$ cat config.mk
export PLATFORM = sky130hd
export DESIGN_NAME = khl_ctrl
export DESIGN_NICKNAME = d
export VERILOG_FILES = /design/src/rtl/khl_pkg.sv /design/src/rtl/khl_ctrl.sv
export SDC_FILE = /design/constraint.sdc
export NUM_CORES = 1
export LEC_CHECK = 0
export BUFFER_PORTS_ARGS = -buffer_cell sky130_fd_sc_hd__buf_4
export CORE_MARGIN = 2
export CORE_UTILIZATION = 40
export CTS_CLUSTER_SIZE = 25
export DETAILED_ROUTE_END_ITERATION = 16
export HOLD_SLACK_MARGIN = 0.15
export PLACE_DENSITY_LB_ADDON = 0.05
export SYNTH_ARGS = -nofsm -noshare
export SYNTH_HDL_FRONTEND = slang
export SYNTH_SLANG_ARGS = --single-unit
$ cat constraint.sdc
create_clock -name clk -period 1.6 [get_ports clk]
set_clock_uncertainty 0.1 [all_clocks]
set_input_delay 0.16 -clock clk [delete_from_list [all_inputs] [get_ports clk]]
set_output_delay 0.16 -clock clk [all_outputs]
set_load 0.01 [all_outputs]
$ cat src/rtl/khl_pkg.sv
// Shared constants, types and a helper function of the keyword hash lookup block.
package khl_pkg;

	// Table geometry.
	localparam int SLOTS        = 512;
	localparam int NAME_CHARS   = 8;
	localparam int MASK_ENTRIES = 128;

	// Derived widths.
	localparam int SLOT_W  = $clog2(SLOTS);
	localparam int N_W     = $clog2(SLOTS + 1);
	localparam int SUM_W   = N_W + 1;
	localparam int POS_W   = $clog2(NAME_CHARS + 1);
	localparam int MASK_AW = $clog2(MASK_ENTRIES);
	localparam int HASH_W  = 16;
	localparam int HBIT_W  = $clog2(HASH_W);

	// Field widths of the channels.
	localparam int OPCODE_W     = 2;
	localparam int SLOT_FIELD_W = 9;
	localparam int NAME_W       = 64;
	localparam int ID_W         = 8;
	localparam int FLAGS_W      = 16;
	localparam int CHAR_W       = 8;
	localparam int MASK_W       = 8;
	localparam int SLOT_DW      = 1 + NAME_W + ID_W + FLAGS_W;

	// Configuration port.
	localparam int TSIZE_W    = 10;
	localparam int CFG_IDX_W  = 1;
	localparam int CFG_DATA_W = 10;

	localparam logic [TSIZE_W-1:0] TABLE_SIZE_RESET  = 10'd331;
	localparam logic               CHECK_CHARS_RESET = 1'b1;

	// Character folding.
	localparam logic [CHAR_W-1:0] UPPER_A   = 8'h41;
	localparam logic [CHAR_W-1:0] UPPER_Z   = 8'h5A;
	localparam logic [CHAR_W-1:0] CASE_FOLD = 8'h20;

	typedef enum logic [OPCODE_W-1:0] {
		OP_WRITE_SLOT = 2'd0,
		OP_WRITE_MASK = 2'd1,
		OP_CHAR       = 2'd2,
		OP_NONE       = 2'd3
	} opcode_t;

	typedef enum logic [CFG_IDX_W-1:0] {
		CFG_TABLE_SIZE  = 1'b0,
		CFG_CHECK_CHARS = 1'b1
	} cfg_idx_t;

	// Commands from the controller to the datapath.
	typedef struct packed {
		logic clr;
		logic accept;
		logic char_upd;
		logic mod_step;
		logic probe_rd;
		logic probe_adv;
		logic res_set;
		logic res_hit;
		logic out_load;
	} khl_cmd_t;

	// Status from the datapath to the controller.
	typedef struct packed {
		logic clr_last;
		logic item_is_char;
		logic char_last;
		logic mod_last;
		logic skip;
		logic slot_empty;
		logic slot_match;
		logic probes_last;
		logic out_free;
	} khl_status_t;

	// Upper-case letters fold to lower case; every other code passes.
	function automatic logic [CHAR_W-1:0] fold_case(input logic [CHAR_W-1:0] c);
		logic [CHAR_W-1:0] r;
		r = c;
		if (c >= UPPER_A && c <= UPPER_Z) begin
			r = c + CASE_FOLD;
		end
		return r;
	endfunction

endpackage

$ cat src/rtl/khl_ctrl.sv
// Controller state machine of the keyword hash lookup block.
module khl_ctrl (
	input  logic                 clk,
	input  logic                 arst_n,
	input  logic                 item_valid,
	output logic                 item_ready,
	input  khl_pkg::khl_status_t status,
	output khl_pkg::khl_cmd_t    cmd
);

	typedef enum logic [6:0] {
		ST_CLEAR     = 7'b0000001,
		ST_IDLE      = 7'b0000010,
		ST_CHAR      = 7'b0000100,
		ST_MOD       = 7'b0001000,
		ST_PROBE_RD  = 7'b0010000,
		ST_PROBE_CHK = 7'b0100000,
		ST_RESULT    = 7'b1000000
	} state_t;

	state_t state_q;
	state_t state_d;

	// State register; reset starts the table clearing sweep.
	always_ff @(posedge clk or negedge arst_n) begin
		if (!arst_n) begin
			state_q <= ST_CLEAR;
		end else begin
			state_q <= state_d;
		end
	end

	// Only the idle state takes input beats.
	assign item_ready = (state_q == ST_IDLE);

	// Next state and datapath commands.
	always_comb begin
		state_d = state_q;
		cmd     = '0;
		case (state_q)
			ST_CLEAR: begin
				cmd.clr = 1'b1;
				if (status.clr_last) begin
					state_d = ST_IDLE;
				end
			end
			ST_IDLE: begin
				cmd.accept = item_valid;
				if (item_valid && status.item_is_char) begin
					state_d = ST_CHAR;
				end
			end
			ST_CHAR: begin
				cmd.char_upd = 1'b1;
				state_d = status.char_last ? ST_MOD : ST_IDLE;
			end
			ST_MOD: begin
				cmd.mod_step = 1'b1;
				if (status.mod_last) begin
					if (status.skip) begin
						cmd.res_set = 1'b1;
						state_d     = ST_RESULT;
					end else begin
						state_d = ST_PROBE_RD;
					end
				end
			end
			ST_PROBE_RD: begin
				cmd.probe_rd = 1'b1;
				state_d      = ST_PROBE_CHK;
			end
			ST_PROBE_CHK: begin
				if (status.slot_empty || status.slot_match || status.probes_last) begin
					cmd.res_set = 1'b1;
					cmd.res_hit = status.slot_match;
					state_d     = ST_RESULT;
				end else begin
					cmd.probe_adv = 1'b1;
					state_d       = ST_PROBE_RD;
				end
			end
			ST_RESULT: begin
				if (status.out_free) begin
					cmd.out_load = 1'b1;
					state_d      = ST_IDLE;
				end
			end
			default: begin
				state_d = ST_CLEAR;
			end
		endcase
	end

endmodule

==> reports/metrics.yaml <==
routed-via-count: 896
worstPathCellList: "or4b_4, or2_1, a21oi_2, buf_4"
most_used_standard_cells_in_the_synthesized_netlist: "sky130_fd_sc_hd__nand2_1, sky130_fd_sc_hd__dfrtp_1, sky130_fd_sc_hd__nor2_1, sky130_fd_sc_hd__nor3_1"
insertedDiodeCount: 0
drt_iter0_drc: 37
cts_buffers: 3
finalWeightedCongestion: 0.837
htreeDepth: 1
timing.critical_path.arrival_ns: 1.81
largest_register_ffs: 7
synthesis.area_per_instance_um2: 8.49
min_path_cells: 4
syn_nets: 78
pwr-share-clk: 0.125
worst_r2r_startpoint: "state_q[5]$_DFFE_PN0P_"
drt_wl_total_um: 3340
globalRouteOverflowTotal: 0
max_cap_viol_count: 0
synth_ff_type: "sky130_fd_sc_hd__dfrtp_1"
switching_share: 0.413
drive_gt1_frac: 0.672
finish.instance_area_um2: 1260
timing.final.setup_violations: 17
cp_data_required_time_ns: 1.34
setup.worst_path.class: "flip-flop to output port"
synth_warnings: 0
clkSinkCount: 7
drv_slew: 0
synth_area_leaders: "sky130_fd_sc_hd__dfrtp_1, sky130_fd_sc_hd__nand2_1, sky130_fd_sc_hd__dfstp_2"
detail_route.drc_violations: 0
tightest_slew_ns: 0.403
synth.yosys.seq_area_share: 0.315
yosysTopAreaCell: "sky130_fd_sc_hd__dfrtp_1"
worstPathMaxFanout: 2
final.min_clock_period_ns: 2.07
worst_slew_margin_rel: 0.729
ys_types: 36
post-place-ws_ns: -0.103
p_per_cell_area_nw_per_um2: 1130
outcome: "complete, but fails checks"
crit_family: "simple AND/OR/NAND/NOR gates"
count_of_placed_standard_cells_including_taps: 113
r2r.worst_path.cells: 5
place_area_um2: 847
grt_pass1_wl_um: 4020
endpoint_kind: "output port"
share_seq_of_total_power: 0.172
fp.coreArea_um2: 1300
min-delay-start: "status[0]"
reg2reg_slack_ns: -0.32
comb_power_share: 0.703
chipHeight_um: 41.4
internal_power_mw: 0.833
drt_pre_antenna_iters: 4
dp.final_hpwl_um: 1290
timing.critical_path.slowest_cell_delay_ns: 0.56
cpMaxStageDelayCell: "sky130_fd_sc_hd__or4b_4"
synth.cell_area_um2: 561
grtUsageTotal: 0.309
clk-insertion-delay-late_ns: 0.26
clock.fmax_mhz: 484
clk_transition_reported_paths_ns: 0.06
ys_seq_elements: 7
die_x_um: 41.4
post_synthesis_cells: 66
reg.largest.list: "state_q x7"
initial_utilization: 0.431
post_synth_top_area_share: 0.268
grt_start_max_net_pins: 8
endpoint_of_the_worst_register_to_register_path: "state_q[1]$_DFFE_PN0P_"
startpoint_type: "flip-flop"
routed_wire_length_per_instance_um: 23.3
failed_checks: "negative setup slack"
hold_path_end: "state_q[6]$_DFFE_PN0P_"
worst-path-buf-inv: 1
hp-class: "input port to flip-flop"
nets: 141
rows: 13
clock_path_buffers: 2
detail_route.vias_per_cell: 6.27
first_global_vias: 818
fin_ws_ns: -0.465
synth_async_sr_flop_share: 1.00
clockRootBuffer: "sky130_fd_sc_hd__clkbuf_4"
num_io_pins: 22
ir_worst_vdd_v: 0.00110
antenna_violating_nets_left: 0
antenna_violations_before_repair: 0
stdcell_count: 143
floorplan.die_area_um2: 1720
grt_setup_unrepaired: "true"
layout-area-overhead-vs-synth_pct: 124
port_buffers: 21
final_min_period_over_clock_period: 1.29
synth_edf_count: 0
power_leakage_nw: 0.579
tritoncts_clock_tree: "done"
report.final.hold_viol_count: 0
regMostFlops: "state_q"
hold_ws_ns: 0.259
p_sw_mw: 0.587
post-synth-top-count-cell: "sky130_fd_sc_hd__nand2_1"
==> repair_timing <==
action                                 CTS  global route
pin swaps                               10            10
hold buffers                             9             0
setup buffers                           11             6
resized for setup                       23            15
setup endpoints to repair               14            17
endpoints found under the hold margin   11             0
==> cell families after synthesis <==
| group | count (synthesis) | share of synthesized area |
|---|---|---|
| AO/OA/AOI/OAI | 10 | 0.141 |
| XOR/XNOR | 2 | 0.0313 |
| buffers and inverters | 6 | 0.0558 |
| flip-flops | 7 | 0.315 |
| AND/OR/NAND/NOR | 41 | 0.458 |
==> worst max-delay path by stage <==
stage                           startpoint                     end  cells past startpoint  slack [ns]
finish              state_q[5]$_DFFE_PN0P_                  cmd[2]                      4       -0.47
global route        state_q[5]$_DFFE_PN0P_                  cmd[2]                      4       -0.49
CTS                 state_q[5]$_DFFE_PN0P_                  cmd[2]                      4       -0.35
detailed placement  state_q[5]$_DFFE_PN0P_  state_q[4]$_DFFE_PN0P_                      4       -0.10
global placement    state_q[2]$_DFFE_PN0P_  state_q[1]$_DFFE_PN0P_                      4       -0.07
floorplan           state_q[5]$_DFFE_PN0P_  state_q[1]$_DFFE_PN0P_                      5       -0.16
==> power by group through the flow <==
stage          clock [mW]  sequential, mW  combinational [mW]
5_1_grt             0.191           0.245                1.04
6_report            0.177           0.245               0.998
3_3_place_gp            0           0.240               0.537
4_1_cts             0.167           0.241               0.734
3_5_place_dp            0           0.242               0.535
2_1_floorplan           0           0.261               0.287
==> worst register-to-register path, delay by kind of cell (launching register included) <==
family,cells,cell delay (ns)
buffers and inverters,1,0.16
AND/OR/NAND/NOR,2,0.92
AO/OA/AOI/OAI,2,0.21
flip-flops,1,0.42
==> area by class of cell <==
class / count / area [µm²]
flip-flops and latches: 7 / 176
inverters: 3 / 11.3
well taps: 15 / 18.8
multi-input cells: 53 / 498
repair buffers: 61 / 526
fillers: 25 / 43.8
clock buffers: 3 / 22.5
clock inverters: 1 / 5.00
==> metal layers <==
metal / up-vias / global-route usage / wire, µm
met5: - / 0 / 0
met4: 0 / 0.0839 / 312
met3: 39 / 0.0609 / 350
met2: 83 / 0.509 / 1550
met1: 414 / 0.412 / 1130
li1: 360 / - / -
==> cells in the final DEF (no fill, tap or decap), types with 2 or more instances in the layout <==
cell type and instances:
sky130_fd_sc_hd__buf_4 41, sky130_fd_sc_hd__buf_6 10, sky130_fd_sc_hd__dlygate4sd3_1 9, sky130_fd_sc_hd__nand2_1 6
sky130_fd_sc_hd__dfrtp_1 6, sky130_fd_sc_hd__or3_4 3, sky130_fd_sc_hd__nor2_1 3, sky130_fd_sc_hd__nor3_2 3
sky130_fd_sc_hd__clkbuf_4 3, sky130_fd_sc_hd__nor4bb_4 2, sky130_fd_sc_hd__nor2_4 2, sky130_fd_sc_hd__nor3_4 2
sky130_fd_sc_hd__nand2_2 2, sky130_fd_sc_hd__inv_1 2, sky130_fd_sc_hd__o21ai_0 2, sky130_fd_sc_hd__and2b_2 2
==> metrics by stage <==
stage                     TNS, ns  total power, mW   util
final                       -4.25             1.42  0.966
after global routing        -4.93             1.48  0.966
after CTS                   -2.51             1.14  0.889
after detailed placement   -0.435            0.777  0.651
after global placement     -0.242            0.778  0.651
after floorplan            -0.665            0.548      -
Power figures use the tool's default switching activity.
